[src/hw/rtl/xsl_pkg.sv]
// Shared types and constants of the XEX segment loader.
package xsl_pkg;

  localparam int unsigned QueueDepth = 4;

  localparam int unsigned TdataWidth = 80;

  localparam logic OpByte = 1'b0;
  localparam logic OpEof  = 1'b1;

  localparam logic KindWrite   = 1'b0;
  localparam logic KindSummary = 1'b1;

  localparam logic [1:0] StatusOk      = 2'd0;
  localparam logic [1:0] StatusCorrupt = 2'd1;
  localparam logic [1:0] StatusEof     = 2'd2;

  localparam logic [15:0] WordHeader = 16'hFFFF;
  localparam logic [15:0] InitStart  = 16'h02E2;
  localparam logic [15:0] InitEnd    = 16'h02E3;
  localparam logic [15:0] RunStart   = 16'h02E0;
  localparam logic [15:0] RunEnd     = 16'h02E1;

  localparam logic [16:0] NoVector     = 17'h1FFFF;
  localparam logic [16:0] LowMarkInit  = 17'h10000;
  localparam logic [16:0] HighMarkInit = 17'h00000;

  // Request from the parser to the output stage.
  typedef struct packed {
    logic        kind;
    logic [1:0]  status;
    logic [15:0] addr;
    logic [7:0]  data;
    logic [16:0] low_mark;
    logic [16:0] high_mark;
    logic [16:0] run_vec;
    logic [16:0] init_vec;
  } xsl_cmd_t;

endpackage

[src/hw/rtl/xsl_front.sv]
// Parser: walks the segment headers, turns body bytes into write requests and the end of file into a summary.
module xsl_front import xsl_pkg::*; (
  input  logic      clk_i,
  input  logic      rst_ni,
  input  logic      in_valid_i,
  output logic      in_ready_o,
  input  logic      in_eof_i,
  input  logic [7:0] in_byte_i,
  output logic      cmd_valid_o,
  input  logic      cmd_ready_i,
  output xsl_cmd_t  cmd_o
);

  typedef enum logic [2:0] {
    PhStartLo,
    PhStartHi,
    PhEndLo,
    PhEndHi,
    PhVecLo,
    PhVecHi,
    PhData,
    PhError
  } phase_e;

  phase_e      phase_q, phase_d;
  logic        first_q, first_d;
  logic [7:0]  byte_hold_q, byte_hold_d;
  logic [15:0] seg_start_q, seg_start_d;
  logic [16:0] seg_end_q, seg_end_d;
  logic [16:0] next_addr_q, next_addr_d;
  logic [16:0] init_q, init_d;
  logic [16:0] run_q, run_d;
  logic [16:0] low_q, low_d;
  logic [16:0] high_q, high_d;
  logic [1:0]  err_q, err_d;

  logic        accept;
  logic [15:0] word;
  logic [16:0] end_plus;
  logic [16:0] addr_inc;
  logic        is_vector;

  assign in_ready_o = cmd_ready_i;
  assign accept     = in_valid_i && in_ready_o;
  assign word       = {in_byte_i, byte_hold_q};
  assign end_plus   = {1'b0, word} + 17'd1;
  assign addr_inc   = next_addr_q + 17'd1;
  assign is_vector  = (seg_start_q == InitStart && word == InitEnd) ||
                      (seg_start_q == RunStart && word == RunEnd);

  always_comb begin
    phase_d     = phase_q;
    first_d     = first_q;
    byte_hold_d = byte_hold_q;
    seg_start_d = seg_start_q;
    seg_end_d   = seg_end_q;
    next_addr_d = next_addr_q;
    init_d      = init_q;
    run_d       = run_q;
    low_d       = low_q;
    high_d      = high_q;
    err_d       = err_q;
    cmd_valid_o = 1'b0;
    cmd_o       = '0;

    if (accept && in_eof_i == OpEof) begin
      cmd_valid_o      = 1'b1;
      cmd_o.kind       = KindSummary;
      cmd_o.low_mark   = low_q;
      cmd_o.high_mark  = high_q;
      cmd_o.run_vec    = run_q;
      cmd_o.init_vec   = init_q;
      if (err_q != StatusOk) begin
        cmd_o.status = err_q;
      end else if (phase_q != PhStartLo || first_q) begin
        cmd_o.status = StatusEof;
      end else begin
        cmd_o.status = StatusOk;
      end
      // rearm for the next file
      phase_d = PhStartLo;
      first_d = 1'b1;
      init_d  = NoVector;
      run_d   = NoVector;
      low_d   = LowMarkInit;
      high_d  = HighMarkInit;
      err_d   = StatusOk;
    end else if (accept) begin
      unique case (phase_q)
        PhStartLo: begin
          byte_hold_d = in_byte_i;
          phase_d     = PhStartHi;
        end
        PhEndLo: begin
          byte_hold_d = in_byte_i;
          phase_d     = PhEndHi;
        end
        PhVecLo: begin
          byte_hold_d = in_byte_i;
          phase_d     = PhVecHi;
        end
        PhStartHi: begin
          if (word == WordHeader && !first_q) begin
            // optional header: no second one may follow
            first_d = 1'b1;
            phase_d = PhStartLo;
          end else begin
            seg_start_d = word;
            phase_d     = PhEndLo;
          end
        end
        PhEndHi: begin
          if (word < seg_start_q) begin
            err_d   = StatusCorrupt;
            phase_d = PhError;
          end else if (is_vector) begin
            phase_d = PhVecLo;
          end else begin
            seg_end_d   = end_plus;
            init_d      = NoVector;
            next_addr_d = {1'b0, seg_start_q};
            if ({1'b0, seg_start_q} < low_q) begin
              low_d = {1'b0, seg_start_q};
            end
            if (end_plus > high_q) begin
              high_d = end_plus;
            end
            phase_d = PhData;
          end
        end
        PhVecHi: begin
          if (seg_start_q == InitStart) begin
            init_d = {1'b0, word};
          end else begin
            run_d = {1'b0, word};
          end
          first_d = 1'b0;
          phase_d = PhStartLo;
        end
        PhData: begin
          cmd_valid_o = 1'b1;
          cmd_o.kind  = KindWrite;
          cmd_o.addr  = next_addr_q[15:0];
          cmd_o.data  = in_byte_i;
          next_addr_d = addr_inc;
          if (addr_inc >= seg_end_q) begin
            first_d = 1'b0;
            phase_d = PhStartLo;
          end
        end
        PhError: begin
          // drop bytes until end of file
        end
        default: begin
        end
      endcase
    end
  end

  always_ff @(posedge clk_i or negedge rst_ni) begin
    if (!rst_ni) begin
      phase_q <= PhStartLo;
      first_q <= 1'b1;
      init_q  <= NoVector;
      run_q   <= NoVector;
      low_q   <= LowMarkInit;
      high_q  <= HighMarkInit;
      err_q   <= StatusOk;
    end else begin
      phase_q <= phase_d;
      first_q <= first_d;
      init_q  <= init_d;
      run_q   <= run_d;
      low_q   <= low_d;
      high_q  <= high_d;
      err_q   <= err_d;
    end
  end

  always_ff @(posedge clk_i) begin
    byte_hold_q <= byte_hold_d;
    seg_start_q <= seg_start_d;
    seg_end_q   <= seg_end_d;
    next_addr_q <= next_addr_d;
  end

  a_eof_rearms: assert property (@(posedge clk_i) disable iff (!rst_ni)
    (accept && in_eof_i == OpEof) |=> (phase_q == PhStartLo && first_q && err_q == StatusOk))
    else $error("parser not rearmed after end of file");

  a_error_sticky: assert property (@(posedge clk_i) disable iff (!rst_ni)
    (phase_q == PhError && !(accept && in_eof_i == OpEof)) |=> phase_q == PhError)
    else $error("parser left error phase without end of file");

endmodule

[src/hw/rtl/xsl_queue.sv]
// Small request queue between parser and output stage.
module xsl_queue import xsl_pkg::*; #(
  parameter int unsigned DEPTH = QueueDepth
) (
  input  logic     clk_i,
  input  logic     rst_ni,
  input  logic     push_valid_i,
  output logic     push_ready_o,
  input  xsl_cmd_t push_data_i,
  output logic     pop_valid_o,
  input  logic     pop_ready_i,
  output xsl_cmd_t pop_data_o
);

  localparam int unsigned PtrW = (DEPTH > 1) ? $clog2(DEPTH) : 1;
  localparam int unsigned CntW = $clog2(DEPTH + 1);
  localparam logic [PtrW-1:0] LastPtr = PtrW'(DEPTH - 1);
  localparam logic [CntW-1:0] Full    = CntW'(DEPTH);

  xsl_cmd_t        mem_q [DEPTH];
  logic [PtrW-1:0] wr_ptr_q, rd_ptr_q;
  logic [CntW-1:0] count_q;
  logic            push, pop;

  assign push_ready_o = count_q < Full;
  assign pop_valid_o  = count_q != '0;
  assign push         = push_valid_i && push_ready_o;
  assign pop          = pop_valid_o && pop_ready_i;
  assign pop_data_o   = mem_q[rd_ptr_q];

  always_ff @(posedge clk_i) begin
    if (push) begin
      mem_q[wr_ptr_q] <= push_data_i;
    end
  end

  always_ff @(posedge clk_i or negedge rst_ni) begin
    if (!rst_ni) begin
      wr_ptr_q <= '0;
      rd_ptr_q <= '0;
      count_q  <= '0;
    end else begin
      if (push) begin
        wr_ptr_q <= (wr_ptr_q == LastPtr) ? '0 : wr_ptr_q + PtrW'(1);
      end
      if (pop) begin
        rd_ptr_q <= (rd_ptr_q == LastPtr) ? '0 : rd_ptr_q + PtrW'(1);
      end
      if (push && !pop) begin
        count_q <= count_q + CntW'(1);
      end else if (pop && !push) begin
        count_q <= count_q - CntW'(1);
      end
    end
  end

  a_count_bound: assert property (@(posedge clk_i) disable iff (!rst_ni)
    count_q <= Full)
    else $error("queue count beyond depth");

  a_count_up: assert property (@(posedge clk_i) disable iff (!rst_ni)
    (push && !pop) |=> count_q == $past(count_q) + CntW'(1))
    else $error("queue count lost a push");

endmodule

[src/hw/rtl/xsl_back.sv]
// Output stage: formats queued requests into the result register.
module xsl_back import xsl_pkg::*; (
  input  logic                  clk_i,
  input  logic                  rst_ni,
  input  logic                  cmd_valid_i,
  output logic                  cmd_ready_o,
  input  xsl_cmd_t              cmd_i,
  output logic                  out_valid_o,
  input  logic                  out_ready_i,
  output logic [TdataWidth-1:0] out_data_o,
  output logic                  out_kind_o
);

  logic        valid_q;
  logic        kind_q;
  logic [15:0] addr_q;
  logic [7:0]  data_q;
  logic [1:0]  status_q;
  logic [16:0] range_start_q;
  logic [16:0] range_end_q;
  logic [16:0] run_addr_q;
  logic        load;

  assign cmd_ready_o = !valid_q || out_ready_i;
  assign load        = cmd_valid_i && cmd_ready_o;

  always_ff @(posedge clk_i or negedge rst_ni) begin
    if (!rst_ni) begin
      valid_q <= 1'b0;
    end else if (cmd_ready_o) begin
      valid_q <= cmd_valid_i;
    end
  end

  always_ff @(posedge clk_i) begin
    if (load) begin
      kind_q <= cmd_i.kind;
      if (cmd_i.kind == KindWrite) begin
        addr_q        <= cmd_i.addr;
        data_q        <= cmd_i.data;
        status_q      <= StatusOk;
        range_start_q <= '0;
        range_end_q   <= '0;
        run_addr_q    <= '0;
      end else begin
        addr_q        <= '0;
        data_q        <= '0;
        status_q      <= cmd_i.status;
        range_start_q <= cmd_i.low_mark;
        range_end_q   <= cmd_i.high_mark;
        // run vector wins over the init vector
        run_addr_q    <= (cmd_i.run_vec != NoVector) ? cmd_i.run_vec : cmd_i.init_vec;
      end
    end
  end

  assign out_valid_o = valid_q;
  assign out_kind_o  = kind_q;
  assign out_data_o  = {3'b000, run_addr_q, range_end_q, range_start_q,
                        status_q, data_q, addr_q};

  a_fill_empty: assert property (@(posedge clk_i) disable iff (!rst_ni)
    (cmd_valid_i && !valid_q) |=> valid_q)
    else $error("output register did not take a waiting request");

endmodule

[src/hw/rtl/xex_segment_loader.sv]
// Top level of the XEX segment loader.
//
// Input stream: one item per transfer. tlast high marks the end of the file;
// tlast low carries the next byte of the file in tdata.
// Output stream: tuser 0 is a memory write (address and byte in tdata),
// tuser 1 is the end-of-file summary (status, loaded range, run address).
// Neither stream uses the other's signals; a byte that makes no write and a
// corrupt-segment error produce no output item.
// Throughput: one input item per cycle while the queue has room, set by the
// parser updating its state for every item. A result is written into the
// queue when its input item is taken, and is loaded into the output
// register once that register is free.
// Reset: the parser returns to the first segment's start word, vectors are
// cleared, marks return to empty, queue and output register are emptied.
// Receiver stall: results collect in a QUEUE_DEPTH-entry queue behind the
// output register; s_axis_tready drops once the queue is full and returns
// as soon as an entry drains. Every end-of-file summary also rearms the
// parser for the next file.
module xex_segment_loader import xsl_pkg::*; #(
  parameter int unsigned QUEUE_DEPTH = QueueDepth
) (
  input  logic                  clk_i,
  input  logic                  rst_ni,
  input  logic                  s_axis_tvalid,
  output logic                  s_axis_tready,
  input  logic [7:0]            s_axis_tdata,  // [7:0] byte_value
  input  logic                  s_axis_tlast,  // opcode: end of file
  output logic                  m_axis_tvalid,
  input  logic                  m_axis_tready,
  // [15:0] write_addr, [23:16] write_data, [25:24] status,
  // [42:26] range_start, [59:43] range_end, [76:60] run_addr, [79:77] zero
  output logic [TdataWidth-1:0] m_axis_tdata,
  output logic                  m_axis_tuser   // [0] kind
);

  logic     front_valid, front_ready;
  xsl_cmd_t front_cmd;
  logic     back_valid, back_ready;
  xsl_cmd_t back_cmd;

  xsl_front u_front (
    .clk_i       (clk_i),
    .rst_ni      (rst_ni),
    .in_valid_i  (s_axis_tvalid),
    .in_ready_o  (s_axis_tready),
    .in_eof_i    (s_axis_tlast),
    .in_byte_i   (s_axis_tdata),
    .cmd_valid_o (front_valid),
    .cmd_ready_i (front_ready),
    .cmd_o       (front_cmd)
  );

  xsl_queue #(
    .DEPTH (QUEUE_DEPTH)
  ) u_queue (
    .clk_i        (clk_i),
    .rst_ni       (rst_ni),
    .push_valid_i (front_valid),
    .push_ready_o (front_ready),
    .push_data_i  (front_cmd),
    .pop_valid_o  (back_valid),
    .pop_ready_i  (back_ready),
    .pop_data_o   (back_cmd)
  );

  xsl_back u_back (
    .clk_i       (clk_i),
    .rst_ni      (rst_ni),
    .cmd_valid_i (back_valid),
    .cmd_ready_o (back_ready),
    .cmd_i       (back_cmd),
    .out_valid_o (m_axis_tvalid),
    .out_ready_i (m_axis_tready),
    .out_data_o  (m_axis_tdata),
    .out_kind_o  (m_axis_tuser)
  );

endmodule

[config.mk]
export PLATFORM = sky130hd
export DESIGN_NAME = xex_segment_loader
export DESIGN_NICKNAME = d
export VERILOG_FILES = /design/src/hw/rtl/xsl_pkg.sv /design/src/hw/rtl/xsl_front.sv /design/src/hw/rtl/xsl_queue.sv /design/src/hw/rtl/xsl_back.sv /design/src/hw/rtl/xex_segment_loader.sv
export SDC_FILE = /design/constraint.sdc
export NUM_CORES = 1
export LEC_CHECK = 0
export BUFFER_PORTS_ARGS = -buffer_cell sky130_fd_sc_hd__buf_2
export CORE_UTILIZATION = 30
export DETAILED_ROUTE_END_ITERATION = 12
export GPL_ROUTABILITY_DRIVEN = 0
export PLACE_DENSITY = 0.48
export SYNTH_ARGS = -nofsm -noshare
export SYNTH_HDL_FRONTEND = slang
export SYNTH_SLANG_ARGS = --single-unit
[constraint.sdc]
create_clock -name clk_i -period 10.97 [get_ports clk_i]
set_input_delay 2.194 -clock clk_i [delete_from_list [all_inputs] [get_ports clk_i]]
set_output_delay 2.194 -clock clk_i [all_outputs]
set_load 0.02 [all_outputs]
# Yosys cells after proc, flatten, opt, wreduce, memory -nomap -nowiden
# Memory sizes are Yosys's and may differ from the RTL's.
# Index checks and enable logic that the tools add are counted.
word_totals:
  reg_bits: 218
  ram_bits: 380
  input_bits: 13
  output_inout_bits: 83
  elab_cells: 164
  mem_count: 1
op_classes:
  add_sub_neg: 6
  order_cmp: 5
  eq_ne: 24
  muxes: 59
  n_bitwise: 4
  reduce_logical: 43
mem_list:
  columns: ["memory", "words", "width", "rd", "rd_clocked_by_memory_dff", "wr", "line", "text"]
  rows:
  - ["u_queue.mem_q", 4, 95, 1, 0, 1, "xsl_queue.sv:20", "xsl_cmd_t mem_q [DEPTH];"]
ops:
  columns: ["operator", "count"]
  rows:
  - ["$mux W17", 24]
  - ["$mux W24", 3]
  - ["$mux W68", 1]
  - ["$pmux W17 S2", 2]
  - ["$eq A16 B10 Y1 const B", 4]
  - ["$reduce_and A5 Y1", 5]
  - ["$mux W2", 11]
  - ["$pmux W3 S7", 1]
  - ["$mux W3", 6]
  - ["$reduce_bool A2 Y1", 9]
  - ["$add A16 B1 Y17 const B", 1]
  - ["$add A17 B1 Y17 const B", 1]
  - ["$ge A17 B17 Y1", 1]
  - ["$gt A17 B17 Y1", 1]
  - ["$lt A16 B17 Y1", 1]
  - ["$ne A17 B17 Y1 const B", 1]
  - ["$eq A16 B16 Y1 const B", 1]
  - ["$lt A16 B16 Y1", 1]
  - ["$reduce_and A3 Y1", 4]
  - ["$mux W1", 10]
  - ["$eq A3 B3 Y1 const B", 3]
  - ["$logic_and A1 B1 Y1", 9]
  - ["$ne A3 B1 Y1 const B", 3]
  - ["$reduce_bool A3 Y1", 3]
  - ["20 further kinds", 35]

# Logic depth before layout (Yosys ltp)
logic_depth:
  word_depth: 9
  mapped_depth: 16
  depth_no_buf: 13

# By module
# A second synthesis with hierarchy kept.
hier_totals:
  hier_cells: 1599
  area_unflattened_um2: 25289.3
modules_own_cells:
  columns: ["module", "instances", "cells_per_inst", "area_each_um2", "seq_area_each_um2"]
  rows:
  - ["xsl_queue", 1, 536, 14134.8, 11586.1]
  - ["xsl_front", 1, 850, 8030.2, 3613.5]
  - ["xsl_back", 1, 213, 3124.2, 2367.3]

# Worst setup path after synthesis
# Ideal clock, no wire load.
synth_path:
  path_type: "input to register"
  from: "in m_axis_tready"
  to: "reg u_queue.count_q[1]"
  setup_ns: 0.125
  arrival_ns: 7.403
  required_time_ns: 10.845
  slack_ns: 3.442
  path_stages: 7
  path_buffers: 0
  path_cell_list: "inv_1 -> a21oi_1 -> inv_1 -> ha_1 -> inv_1 -> fa_1 -> mux2_2"
synth_between:
  elab_chain_len: 5
  word_cells_on_any_way: 7
  classes_between: "mux: 1; reduce/logical: 6"
synth_lines:
  columns: ["item", "line", "text"]
  rows:
  - ["start: declaration", "xex_segment_loader.sv:29", "input logic m_axis_tready,"]
  - ["$logic_or A1 B1 Y1 (*)", "xsl_back.sv:24", "assign cmd_ready_o = !valid_q || out_ready_i;"]
  - ["$logic_and A1 B1 Y1 (*)", null, null]
  - ["net u_back.load", "xsl_back.sv:22", "logic load;"]
  - ["$logic_not A1 Y1", "xsl_queue.sv:49", "if (push && !pop) begin"]
  - ["$logic_and A1 B1 Y1", "xsl_queue.sv:49", null]
  - ["$mux W3 / $reduce_bool A2 Y1 (equally long branches)", null, null]
  - ["end signal: assignment", "xsl_queue.sv:50", "count_q <= count_q + CntW'(1);"]
  - ["end signal: assignment", "xsl_queue.sv:52", "count_q <= count_q - CntW'(1);"]
  - ["end: declaration", "xsl_queue.sv:22", "logic [CntW-1:0] count_q;"]
# Mark *: on every way through the listed nets, which the timed path passes. The rest lies on a longest branch.
# A chain may end at the register's enable or synchronous reset.

# Worst setup path in the final report
layout_path:
  from: "in s_axis_tdata[1]"
  to: "reg u_front.high_q[1]"
layout_between:
  word_cells_on_any_way: 12
  classes_between: "add/sub: 1; order compare: 2; eq/ne: 4; reduce/logical: 5"
layout_rtl:
  columns: ["item", "line", "text"]
  rows:
  - ["start: declaration", "xex_segment_loader.sv:26", "input logic [7:0] s_axis_tdata,"]
  - ["$add A16 B1 Y17", "xsl_front.sv:46", "assign end_plus = {1'b0, word} + 17'd1;"]
  - ["net u_front.end_plus[15]", "xsl_front.sv:39", "logic [16:0] end_plus;"]
  - ["$gt A17 B17 Y1", "xsl_front.sv:125", "if (end_plus > high_q) begin"]
  - ["$reduce_bool A2 Y1 (no line)", null, null]
  - ["$reduce_and A5 Y1 (no line)", null, null]
  - ["end signal: assignment", "xsl_front.sv:167", "high_q <= HighMarkInit;"]
  - ["end signal: assignment", "xsl_front.sv:175", "high_q <= high_d;"]
  - ["end: declaration", "xsl_front.sv:34", "logic [16:0] high_q, high_d;"]
# The timed path passes the listed nets, and every way through them passes these cells.

==> results by stage <==
GRT:
- The global-route wire length before repair is 88000 um.
- The number of antenna violations at the first check in global routing is 1.
- Across every metal layer, demand over resource in global routing totals 0.1369.
- The maximum number of pins on one net before global-route repair is 91.
- The number of global-route vias before repair is 13889.
- The total grt overflow is 0.

Clock tree:
- Buffers inserted to repair hold after CTS numbered 0.
- The TritonCTS sink count is roughly 600.
- The number of instances resized during post-cts repair is 0.
- In this run, CTS created clock tree buffers numbering 60.
- The longest clock path from root to sink contains 3 buffers.
- After clock tree synthesis, the clock-pin slew on the worst setup and hold paths is 0.06 ns.
- The CTS tree is done.
- Clock tree synthesis selected as its root buffer the cell clkbuf_16.
- The clock latency of the later-clocked register in the worst-skew pair is about 0.64 ns.
- The setup fix buffers added after clock tree synthesis is 0.
- In this run the number of H-tree levels came out at 2.

Routing:
- Once detail routing completed, the nets flagged for antenna violations numbered 0.
- The wire length per cell after detailed routing is between 20 and 25 um.
- The number of DRC markers after the initial detailed-route iteration is 823.
- The total length of routed wires is 57600 um.
- The number of detailed-routing iterations run before antenna repair is 5.
- The final route contains 13029 vias.
- The remaining design rule violation count is 0.
- Dividing the detail-routed via count by the number of cells gives roughly 4.8.

Setup path:
- The type of element launching the critical path is a primary input.
- The peak per-stage delay on the critical path is 0.91 ns.
- Among the stages of the critical path, the cell type that occurs most often is a21oi_1.
- The slowest stage of the critical path is the a311o_1 cell.
- The maximum fanout count along the critical path is 17.
- STA classifies the critical path endpoint as a register.
- Walking the worst path, the cells encountered are buf_2, and4_1, nand3_1, nor2_1, nand3_1, xnor2_1, ha_1, a21oi_1, nand2_1, a21oi_1, o21ai_0, a21oi_1, a311o_1, mux2_4.
- The data arrival at the endpoint of the critical path is between 5 and 6 ns.
- The worst setup path is of the in -> reg kind.
- For the worst setup path, the data required time is approximately 11 ns.

Timing:
- The final clock period utilization by the worst path is 0.4673.
- At the pin with the least slew margin, the transition time is between 1 and 1.5 ns.
- The setup clock skew after layout is about 0.03 ns.
- Setup repair after global routing left no endpoint under its margin.
- The worst pin sits at a relative slew slack of 0.2247.
- Setup violations remaining at the end of the flow were counted as 0.
- The number of max-slew violations in the final report is 0.
- Setup total negative slack on the finished layout was measured at 0 ns.
- Setup slack on the critical path of the routed design comes to approximately 6 ns.
- The fmax is between 150 and 200 MHz.
- After layout, the minimum clock period comes to 5.126 ns.
- The number of failing hold endpoints at the final stage was 0.

Floorplanning:
- Pin placement for this block handled 96 I/O pins.
- In this run the core area contains 105 standard-cell rows.
- The die is just under 300 um tall.
- The starting utilization of the core area is 0.3039.
- The core region area is 82240 um2.
- The area of the die is between 80000 and 90000 um2.
- The horizontal die dimension is around 290 um.

Power:
- In this run the power density over the cells is between 200 and 250 nW/um2.
- In this run the static leakage power is just over 10 nW.
- The worst supply voltage drop on vdd is around 0.18 mV.

Placement:
- The quantity of I/O buffers inserted on ports is ~90.
- The wire-length estimate of the detail-placed layout is between 30000 and 40000 um.
- The cell total after placement is roughly 2600.
- After detailed placement, the total cell area comes to 26640 um2.
- OpenSTA, run right after detailed placement, puts the worst setup slack at ~5.2 ns.

Logic synthesis:
- edfxtp_1 takes more of the synthesized area than any other cell.
- The number of warnings issued by yosys is 0.
- After synthesis the cells add up to ~25000 um2.
- The average size of a mapped cell is 16.53 um2.
- The share of the synthesized area in the top cell type is 0.6200.
- The post-synthesis sequential area ratio is 0.7029.
- The share of synthesized registers carrying an async set or reset is 0.1357.
- For this run, the leading register cell type out of synthesis is edfxtp_1.
- Counting every instance in the synthesized netlist gives approximately 1500.
- In this run, synthesis inferred just over 500 flip-flops with an integrated enable.
- The number of distinct standard cells referenced by the synthesized netlist is 60.
- The flip-flop and latch count after synthesis is between 500 and 600.
- After synthesis, the cell types taking the most area are edfxtp_1 62%, mux4_2 8.6%, dfrtp_1 4.5%, dfstp_2 3.8%, ha_1 3.7%.

Finish:
- For this run, the post-layout net count is ~1700.
- In the final layout, the share of cells above drive strength 1 is 0.2170.
- The synthesis-to-layout area growth is 14.81%.
- After routing the design area is about 29000 um2.
- The repair_antennas step left the layout with diodes totalling 0.
- The non-filler instance count after layout is between 2000 and 3000.

Run:
- The number of maximum-capacitance violations is 0.

Run status:
- The run finished with clean final reports.

Hold path:
- The worst hold path belongs to the class reg -> reg.
==> layer usage <==
metal  wire length [um]  track usage
met1              26260       0.1850
met4               1270      0.03923
met5                  0            0
met2              27680       0.2252
met3               2395      0.02455
==> synthesized netlist by cell type, drive strengths merged, types with 4 or more instances <==
| cell type | count |
|---|---|
| a211oi | 6 |
| o22a | 32 |
| and2 | 64 |
| mux2 | 9 |
| and3 | 40 |
| nor3 | 11 |
| mux2i | 32 |
| buf | 30 |
| mux4 | 95 |
| nand3 | 22 |
| a21oi | 31 |
| edfxtp | 516 |
| a21o | 4 |
| o21ai | 20 |
| o211a | 17 |
| nor2b | 31 |
| clkbuf | 44 |
| nor4 | 7 |
| xnor2 | 23 |
| nand2 | 100 |
| dfrtp | 45 |
| inv | 78 |
| ha | 73 |
| and4 | 6 |
| nand4 | 19 |
| nor2 | 76 |
| dfstp | 36 |
| xor2 | 10 |
==> flip-flops by register name, indices dropped and copies added, names as in the netlist <==
| signal | cells |
|---|---|
| u_back.addr_q | 16 |
| u_back.data_q | 8 |
| u_back.out_kind_o | 1 |
| u_back.out_valid_o | 1 |
| u_back.range_end_q | 17 |
| u_back.range_start_q | 17 |
| u_back.run_addr_q | 17 |
| u_back.status_q | 2 |
| u_front.byte_hold_q | 8 |
| u_front.err_q | 1 |
| u_front.first_q | 1 |
| u_front.high_q | 17 |
| u_front.init_q | 17 |
| u_front.low_q | 17 |
| u_front.next_addr_q | 17 |
| u_front.phase_q | 3 |
| u_front.run_q | 17 |
| u_front.seg_end_q | 17 |
| u_front.seg_start_q | 16 |
| u_queue.count_q | 3 |
| u_queue.mem_q | 380 |
| u_queue.rd_ptr_q | 2 |
| u_queue.wr_ptr_q | 2 |
==> final cells by class <==
cell class | count | area [um2]
clock buffers | 84 | 1672
well taps | 1070 | 1339
repair buffers | 114 | 628.1
clock inverters | 30 | 381.6
multi-input cells | 765 | 6804
inverters | 78 | 292.8
flip-flops and latches | 597 | 17570
fillers | 7820 | 53550
==> through the flow <==
stage | utilization | power [mW] | hold WS, ns
after floorplan | - | 4.379 | 0.4362
after global placement | 0.3239 | 4.951 | 0.4574
after detailed placement | 0.3239 | 4.961 | 0.4489
after CTS | 0.3489 | 7.120 | 0.4621
after global routing | 0.3489 | 7.353 | 0.4866
final | 0.3489 | 6.977 | 0.4614
==> final timing paths <==
path	startpoint	end	slack (ns)	cells past startpoint
setup / recovery	s_axis_tdata[1]	u_front.high_q[1]	5.84	14
hold / removal	u_front.run_q[16]	u_front.run_q[16]	0.46	2
setup reg to reg	u_front.byte_hold_q[0]	u_front.high_q[1]	6.65	13
hold reg to reg	u_front.run_q[16]	u_front.run_q[16]	0.46	2
max in group asynchronous	rst_ni	u_front.low_q[3]	8.31	2
min in group asynchronous	rst_ni	u_back.out_valid_o	1.38	1
==> report_power, final <==
group	switching [mW]	total [mW]	internal, mW
clock network	0.871	2.12	1.25
logic	1.02	1.72	0.695
registers	0.198	3.13	2.94
==> critical path: cells and delay by family <==
family | cells | cell delay, ns
AND/OR/NAND/NOR | 5 | 0.84
buffers and inverters | 1 | 0.21
multiplexers | 1 | 0.35
XOR/XNOR | 1 | 0.31
adder cells (fa/ha/maj) | 1 | 0.31
AO/OA/AOI/OAI | 5 | 1.40
==> cells by family after synthesis <==
| logic type | share of synthesized area |
|---|---|
| AND/OR/NAND/NOR | 0.07946 |
| flip-flops | 0.7029 |
| AO/OA/AOI/OAI | 0.03920 |
| other | 0.0001501 |
| multiplexers | 0.1026 |
| adder cells (fa/ha/maj) | 0.03735 |
| buffers and inverters | 0.02669 |
| XOR/XNOR | 0.01157 |
==> placed cells by master, fill, tap and decap left out, drive strengths merged, types with 7 or more instances in the layout <==
cell,count
edfxtp,516
buf,114
nand2,100
mux4,95
clkbuf,84
inv,81
nor2,76
ha,73
and2,64
dfrtp,45
and3,40
dfstp,36
o22a,32
mux2i,32
nor2b,31
a21oi,31
xnor2,23
nand3,22
o21ai,20
nand4,19
o211a,17
clkinv,17
nor3,11
xor2,10
mux2,9
bufinv,8
nor4,7
Power figures use the tool's default switching activity.
